## src/hw/rtl/pcat_pkg.sv

```systemverilog
package pcat_pkg;

  localparam int SLOTS_DEF   = 32;
  localparam int PID_W       = 22;
  localparam int SHARE_SCALE = 10000;
  localparam int LOAD_SCALE  = 255;

  localparam logic [8:0]  CPU_COUNT_RST = 9'd1;
  localparam logic [13:0] TPS_RST       = 14'd100;
  localparam logic [7:0]  EXPIRY_RST    = 8'd10;

  localparam logic [1:0] CFG_CPU_COUNT = 2'd0;
  localparam logic [1:0] CFG_TPS       = 2'd1;
  localparam logic [1:0] CFG_EXPIRY    = 2'd2;

  localparam logic [1:0] ST_UPDATED  = 2'd0;
  localparam logic [1:0] ST_INSERTED = 2'd1;
  localparam logic [1:0] ST_DROPPED  = 2'd2;
  localparam logic [1:0] ST_DONE     = 2'd3;

  typedef enum logic [1:0] {
    KIND_REPORT = 2'd0,
    KIND_SAMPLE = 2'd1,
    KIND_CALC   = 2'd2,
    KIND_ROUND  = 2'd3
  } kind_t;

  typedef enum logic [1:0] {
    WSEL_UPDATE = 2'd0,
    WSEL_INSERT = 2'd1,
    WSEL_EXPIRE = 2'd2,
    WSEL_REBASE = 2'd3
  } wsel_t;

  typedef enum logic [2:0] {
    OSEL_UPDATE  = 3'd0,
    OSEL_INSERT  = 3'd1,
    OSEL_DROP    = 3'd2,
    OSEL_ENTRY   = 3'd3,
    OSEL_SUMMARY = 3'd4,
    OSEL_DONE    = 3'd5
  } osel_t;

  typedef struct packed {
    kind_t       kind;
    logic [31:0] now_seconds;
    logic [21:0] proc_id;
    logic [31:0] user_ticks;
    logic [31:0] system_ticks;
    logic [31:0] user_id;
    logic [31:0] group_id;
    logic [15:0] mem_share;
  } req_t;

  typedef struct packed {
    logic [1:0]  status;
    logic [4:0]  slot_index;
    logic [21:0] entry_proc_id;
    logic [13:0] cpu_share;
    logic [15:0] entry_mem_share;
    logic [31:0] entry_user_id;
    logic [31:0] entry_group_id;
    logic [7:0]  total_share;
    logic        last;
  } res_t;

  typedef struct packed {
    logic [21:0] pid;
    logic [31:0] user_start;
    logic [31:0] system_start;
    logic [31:0] user_run;
    logic [31:0] system_run;
    logic [31:0] owner_user;
    logic [31:0] owner_group;
    logic [31:0] last_seen;
    logic [15:0] mem;
  } slot_t;

  typedef struct packed {
    logic  latch;
    logic  ram_rd;
    logic  scan_eval;
    logic  place;
    logic  ram_we;
    wsel_t wsel;
    logic  idx_inc;
    logic  ela_calc;
    logic  entry_acc;
    logic  entry_mul;
    logic  sum_lim;
    logic  sum_clamp;
    logic  sum_mul;
    logic  div_start;
    logic  div_by_cpu;
    logic  out_load;
    osel_t osel;
    logic  set_time;
    logic  set_round;
  } cmd_t;

  typedef struct packed {
    kind_t kind;
    logic  pid_zero;
    logic  idx_end;
    logic  match;
    logic  free_found;
    logic  full;
    logic  live;
    logic  expired;
    logic  div_done;
    logic  out_valid;
    logic  out_fire;
    logic  out_last;
  } status_t;

endpackage

```

## src/hw/rtl/pcat_ctrl.sv

```systemverilog
module pcat_ctrl (
  input  logic              clk,
  input  logic              rst,
  input  logic              req_valid,
  output logic              req_ready,
  input  pcat_pkg::status_t st,
  output pcat_pkg::cmd_t    cmd
);
  typedef enum logic [23:0] {
    S_IDLE      = 24'd1 << 0,
    S_DISP      = 24'd1 << 1,
    S_SCAN_RD   = 24'd1 << 2,
    S_SCAN_CMP  = 24'd1 << 3,
    S_UPD       = 24'd1 << 4,
    S_PLACE     = 24'd1 << 5,
    S_INS       = 24'd1 << 6,
    S_ELA       = 24'd1 << 7,
    S_CALC_RD   = 24'd1 << 8,
    S_CALC_CHK  = 24'd1 << 9,
    S_CALC_MUL  = 24'd1 << 10,
    S_DIVE_GO   = 24'd1 << 11,
    S_DIVE_WAIT = 24'd1 << 12,
    S_SUM_LIM   = 24'd1 << 13,
    S_SUM_CLAMP = 24'd1 << 14,
    S_SUM_MUL   = 24'd1 << 15,
    S_DIVS_GO   = 24'd1 << 16,
    S_DIVS_WAIT = 24'd1 << 17,
    S_DIVC_GO   = 24'd1 << 18,
    S_DIVC_WAIT = 24'd1 << 19,
    S_NR_RD     = 24'd1 << 20,
    S_NR_CHK    = 24'd1 << 21,
    S_NR_END    = 24'd1 << 22,
    S_OUT       = 24'd1 << 23
  } state_t;

  state_t state;
  state_t state_next;

  always_ff @(posedge clk) begin
    if (rst) begin
      state <= S_IDLE;
    end else begin
      state <= state_next;
    end
  end

  always_comb begin
    cmd        = '0;
    req_ready  = 1'b0;
    state_next = state;
    case (state)
      S_IDLE: begin
        req_ready = 1'b1;
        if (req_valid) begin
          cmd.latch  = 1'b1;
          state_next = S_DISP;
        end
      end
      S_DISP: begin
        case (st.kind)
          pcat_pkg::KIND_REPORT: begin
            if (st.pid_zero) begin
              cmd.out_load = 1'b1;
              cmd.osel     = pcat_pkg::OSEL_DROP;
              state_next   = S_OUT;
            end else begin
              state_next = S_SCAN_RD;
            end
          end
          pcat_pkg::KIND_SAMPLE: begin
            cmd.set_time = 1'b1;
            cmd.out_load = 1'b1;
            cmd.osel     = pcat_pkg::OSEL_DONE;
            state_next   = S_OUT;
          end
          pcat_pkg::KIND_CALC: state_next = S_ELA;
          default: state_next = S_NR_RD;
        endcase
      end
      S_SCAN_RD: begin
        if (st.idx_end) begin
          state_next = S_PLACE;
        end else begin
          cmd.ram_rd = 1'b1;
          state_next = S_SCAN_CMP;
        end
      end
      S_SCAN_CMP: begin
        cmd.scan_eval = 1'b1;
        state_next    = st.match ? S_UPD : S_SCAN_RD;
      end
      S_UPD: begin
        cmd.ram_we   = 1'b1;
        cmd.wsel     = pcat_pkg::WSEL_UPDATE;
        cmd.out_load = 1'b1;
        cmd.osel     = pcat_pkg::OSEL_UPDATE;
        state_next   = S_OUT;
      end
      S_PLACE: begin
        if (st.full && !st.free_found) begin
          cmd.out_load = 1'b1;
          cmd.osel     = pcat_pkg::OSEL_DROP;
          state_next   = S_OUT;
        end else begin
          cmd.place  = 1'b1;
          state_next = S_INS;
        end
      end
      S_INS: begin
        cmd.ram_we   = 1'b1;
        cmd.wsel     = pcat_pkg::WSEL_INSERT;
        cmd.out_load = 1'b1;
        cmd.osel     = pcat_pkg::OSEL_INSERT;
        state_next   = S_OUT;
      end
      S_ELA: begin
        cmd.ela_calc = 1'b1;
        state_next   = S_CALC_RD;
      end
      S_CALC_RD: begin
        if (st.idx_end) begin
          state_next = S_SUM_LIM;
        end else begin
          cmd.ram_rd = 1'b1;
          state_next = S_CALC_CHK;
        end
      end
      S_CALC_CHK: begin
        cmd.idx_inc = 1'b1;
        if (st.live) begin
          cmd.entry_acc = 1'b1;
          state_next    = S_CALC_MUL;
        end else begin
          state_next = S_CALC_RD;
        end
      end
      S_CALC_MUL: begin
        cmd.entry_mul = 1'b1;
        state_next    = S_DIVE_GO;
      end
      S_DIVE_GO: begin
        cmd.div_start = 1'b1;
        state_next    = S_DIVE_WAIT;
      end
      S_DIVE_WAIT: begin
        if (st.div_done) begin
          cmd.out_load = 1'b1;
          cmd.osel     = pcat_pkg::OSEL_ENTRY;
          state_next   = S_OUT;
        end
      end
      S_SUM_LIM: begin
        cmd.sum_lim = 1'b1;
        state_next  = S_SUM_CLAMP;
      end
      S_SUM_CLAMP: begin
        cmd.sum_clamp = 1'b1;
        state_next    = S_SUM_MUL;
      end
      S_SUM_MUL: begin
        cmd.sum_mul = 1'b1;
        state_next  = S_DIVS_GO;
      end
      S_DIVS_GO: begin
        cmd.div_start = 1'b1;
        state_next    = S_DIVS_WAIT;
      end
      S_DIVS_WAIT: begin
        if (st.div_done) begin
          state_next = S_DIVC_GO;
        end
      end
      S_DIVC_GO: begin
        cmd.div_start  = 1'b1;
        cmd.div_by_cpu = 1'b1;
        state_next     = S_DIVC_WAIT;
      end
      S_DIVC_WAIT: begin
        if (st.div_done) begin
          cmd.out_load = 1'b1;
          cmd.osel     = pcat_pkg::OSEL_SUMMARY;
          state_next   = S_OUT;
        end
      end
      S_NR_RD: begin
        if (st.idx_end) begin
          state_next = S_NR_END;
        end else begin
          cmd.ram_rd = 1'b1;
          state_next = S_NR_CHK;
        end
      end
      S_NR_CHK: begin
        cmd.idx_inc = 1'b1;
        if (st.live) begin
          cmd.ram_we = 1'b1;
          cmd.wsel   = st.expired ? pcat_pkg::WSEL_EXPIRE : pcat_pkg::WSEL_REBASE;
        end
        state_next = S_NR_RD;
      end
      S_NR_END: begin
        cmd.set_round = 1'b1;
        cmd.out_load  = 1'b1;
        cmd.osel      = pcat_pkg::OSEL_DONE;
        state_next    = S_OUT;
      end
      S_OUT: begin
        // Only the entries of a calculate request are not last.
        if (st.out_fire) begin
          state_next = st.out_last ? S_IDLE : S_CALC_RD;
        end
      end
      default: state_next = S_IDLE;
    endcase
  end

`ifndef SYNTHESIS
  a_ready_no_pending: assert property (@(posedge clk) disable iff (rst)
    req_ready |-> !st.out_valid)
    else $error("request taken while a result is pending");

  a_no_overwrite: assert property (@(posedge clk) disable iff (rst)
    cmd.out_load |-> !st.out_valid)
    else $error("result register overwritten");

  a_accept_dispatch: assert property (@(posedge clk) disable iff (rst)
    (req_valid && req_ready) |=> (state == S_DISP))
    else $error("accepted request not dispatched");
`endif
endmodule
```

## config.mk

```make
export PLATFORM = sky130hd
export DESIGN_NAME = pcat_ctrl
export DESIGN_NICKNAME = d
export VERILOG_FILES = /design/src/hw/rtl/pcat_pkg.sv /design/src/hw/rtl/pcat_ctrl.sv
export SDC_FILE = /design/constraint.sdc
export NUM_CORES = 1
export LEC_CHECK = 0
export ABC_AREA = 1
export BUFFER_PORTS_ARGS = -buffer_cell sky130_fd_sc_hd__buf_2
export CAP_MARGIN = 20
export CORE_AREA = 2 2 61 63
export DETAILED_ROUTE_END_ITERATION = 7
export DIE_AREA = 0 0 63 65
export HOLD_SLACK_MARGIN = 0.12
export PLACE_DENSITY = 0.79
export SYNTH_ARGS = -nofsm -noshare
export SYNTH_HDL_FRONTEND = slang
export SYNTH_SLANG_ARGS = --single-unit
```

## constraint.sdc

```tcl
create_clock -name clk -period 2.34 [get_ports clk]
set_clock_uncertainty 0.2 [all_clocks]
set_input_delay 0.468 -clock clk [delete_from_list [all_inputs] [get_ports clk]]
set_output_delay 0.468 -clock clk [all_outputs]
set_load 0.02 [all_outputs]
```

==> out/qor.yml <==
status: "complete, but fails checks"
violations: "negative setup slack"
critPathTopFamily: "simple AND/OR/NAND/NOR gates"
critPathBufInv: 1
port_buffers: 37
p_switching_w: 0.00117
clk_latency_ns: 0.33
hold_class: "primary input to flip-flop"
start_util_pct: 52.8
diodes: 0
cts.sinks: 24
final_cell_mix: "62 x buf_4, 42 x nor2_1, 36 x inv_1"
cts_made_buffers: 3
max_freq_mhz: 371
htree_levels: 1
grtUsageTotal_pct: 27.2
seqCellArea_um2: 519
path_class: "flip-flop to output port"
area_growth_pct: 66.3
slowest_delay_ns: 0.38
power_frac_seq_pct: 20.2
maxCapViolations: 0
holdBufCountCts: 0
fill_cells: 168
startpoint_type: "flip-flop"
multi_input_area_um2: 1380
synth_cells: 282
switching_share_pct: 49.2
grt_max_degree: 14
period_share_pct: 115
dp_worst_setup_slack_ns: 0.0305
num_rows: 22
ys.flop_type: "dfxtp_1"
worst_pin_slew_ns: 0.421
ir_worst_vdd_mv: 0.910
drcViolationCount: 0
synthesis.nets: 298
critPathArrivalTime_ns: 2.02
fin_area_um2: 3070
clkPwrFrac_pct: 8.6
die_w_um: 63
drtIter0Drc: 355
powerDensity_nw_per_um2: 775
grt_first_pass_wirelength_um: 8830
cp-end-kind: "output port"
coreArea_um2: 3500
avgViaCountPerCell: 5.92
intPower_w: 0.00121
ant_nets: 0
firstDrtPassIters: 6
finalMaxSlewViolations: 0
drive_gt1_share_pct: 58.1
top_register: "state"
largest_reg_flops: 24
cts_tree: "done"
cp.required_ns: 1.67
grt_overflow: 0
ys_warn_count: 0
nets: 405
cp_max_fo: 3
min_period_ns: 2.69
synth_enable_flop_cells: 0
routabilityCongestion: 0.852
synth_seq_cells: 24
synthArstFlopShare_pct: 0
grt_antenna_before_repair: 0
die-height_um: 65
cts.clk_slew.worst_paths_ns: 0.15
slew_headroom_pct: 71.7
fin_hold_ws_ns: 0.163
final_cells: 435
pin_count: 39
path_cells: "nor2_4, nand2_4, nor2_8, nand2_4, or2_4, nand3b_4, and2_4, o41ai_2, buf_2"
p_leak_nw: 1.60
clk_path_buf_depth: 2
fp.dieArea_um2: 4100
synth_cell_types: 37
finalHoldViolCount: 0
ys_seq_area_share_pct: 26.0
placed_cells: 378
dp_hpwl_um: 3680
utilization_pct: 87.8
reg_top3: "state: 24 flops"
grt_pass1_vias: 2001
crit_top_cell: "nand2_4"
rsz0062_at_grt: "true"
dr_total_vias: 2575
layout.cells.most_common: "buf_4"
finalSetupViolCount: 26
avgSynthCellArea_um2: 6.55
fin_ws_ns: -0.352
slowest_stage: "dfxtp_2"
dpl_cell_area_um2: 2180
combPwrFrac_pct: 71.2
ctsRootBufferMaster: "clkbuf_4"
syn-cell-area_um2: 1850
drt-total-wl_um: 8050
wl_per_cell_um: 18.5
routing by layer:
layer	routed length, um	GRT usage [%]	vias up
met1	2820	33.3	1168
met3	806	2.78	77
li1	-	-	1105
met2	3850	49.6	225
met4	585	8.89	0
met5	0	0	-
power groups by stage:
stage          Combinational, W  Clock, W  Sequential (W)
2_1_floorplan          0.000719         0        0.000475
5_1_grt                 0.00177  0.000208        0.000486
3_3_place_gp           0.000932         0        0.000476
3_5_place_dp           0.000950         0        0.000479
4_1_cts                 0.00116  0.000186        0.000484
6_report                0.00169  0.000203        0.000480
synth_stat cells, drive strengths merged (2+ instances only):
library cell | count | area share [%]
nor2 | 71 | 20
inv | 55 | 11
nand2 | 49 | 13
nand3 | 43 | 15
dfxtp | 24 | 26
nand4 | 7 | 2.4
nor3 | 7 | 2.2
a21oi | 6 | 1.6
buf | 3 | 1.7
nand3b | 3 | 2.1
o21ai | 3 | 1.0
clkinv | 2 | 0.68
timing repair:
action                     4_1_cts  5_1_grt
buffers inserted                27       27
gates resized for setup         61       83
pin swaps                       21       17
setup endpoints to repair       22       23
stage by stage:
stage	setup TNS [ns]	total power, W
4_1_cts	-1.01	0.00183
2_1_floorplan	-0.115	0.00119
6_report	-3.85	0.00238
3_5_place_dp	0	0.00143
5_1_grt	-5.53	0.00247
3_3_place_gp	0	0.00141
layout make-up:
class                   instances  area share, %
clock buffers                   3          0.733
multi-input cells             197           44.9
flip-flops and latches         24           16.9
well taps                      48           1.96
repair buffers                106           27.8
inverters                      57           7.62
kinds of logic after synthesis:
kind of cell,synth area share [%]
flip-flops,26.0
AO/OA/AOI/OAI,4.74
buffers and inverters,13.9
AND/OR/NAND/NOR,55.4
final timing paths:
kind	from	end	slack [ns]	cells after the start
worst max-delay path	state[22]	cmd[3]	-0.35	9
worst min-delay path	st[11]	state[7]	0.16	2
worst max register to register	state[8]	state[2]	-0.03	13
worst min register to register	state[17]	state[17]	0.43	4
No activity file was read; power rests on OpenSTA's default activity.
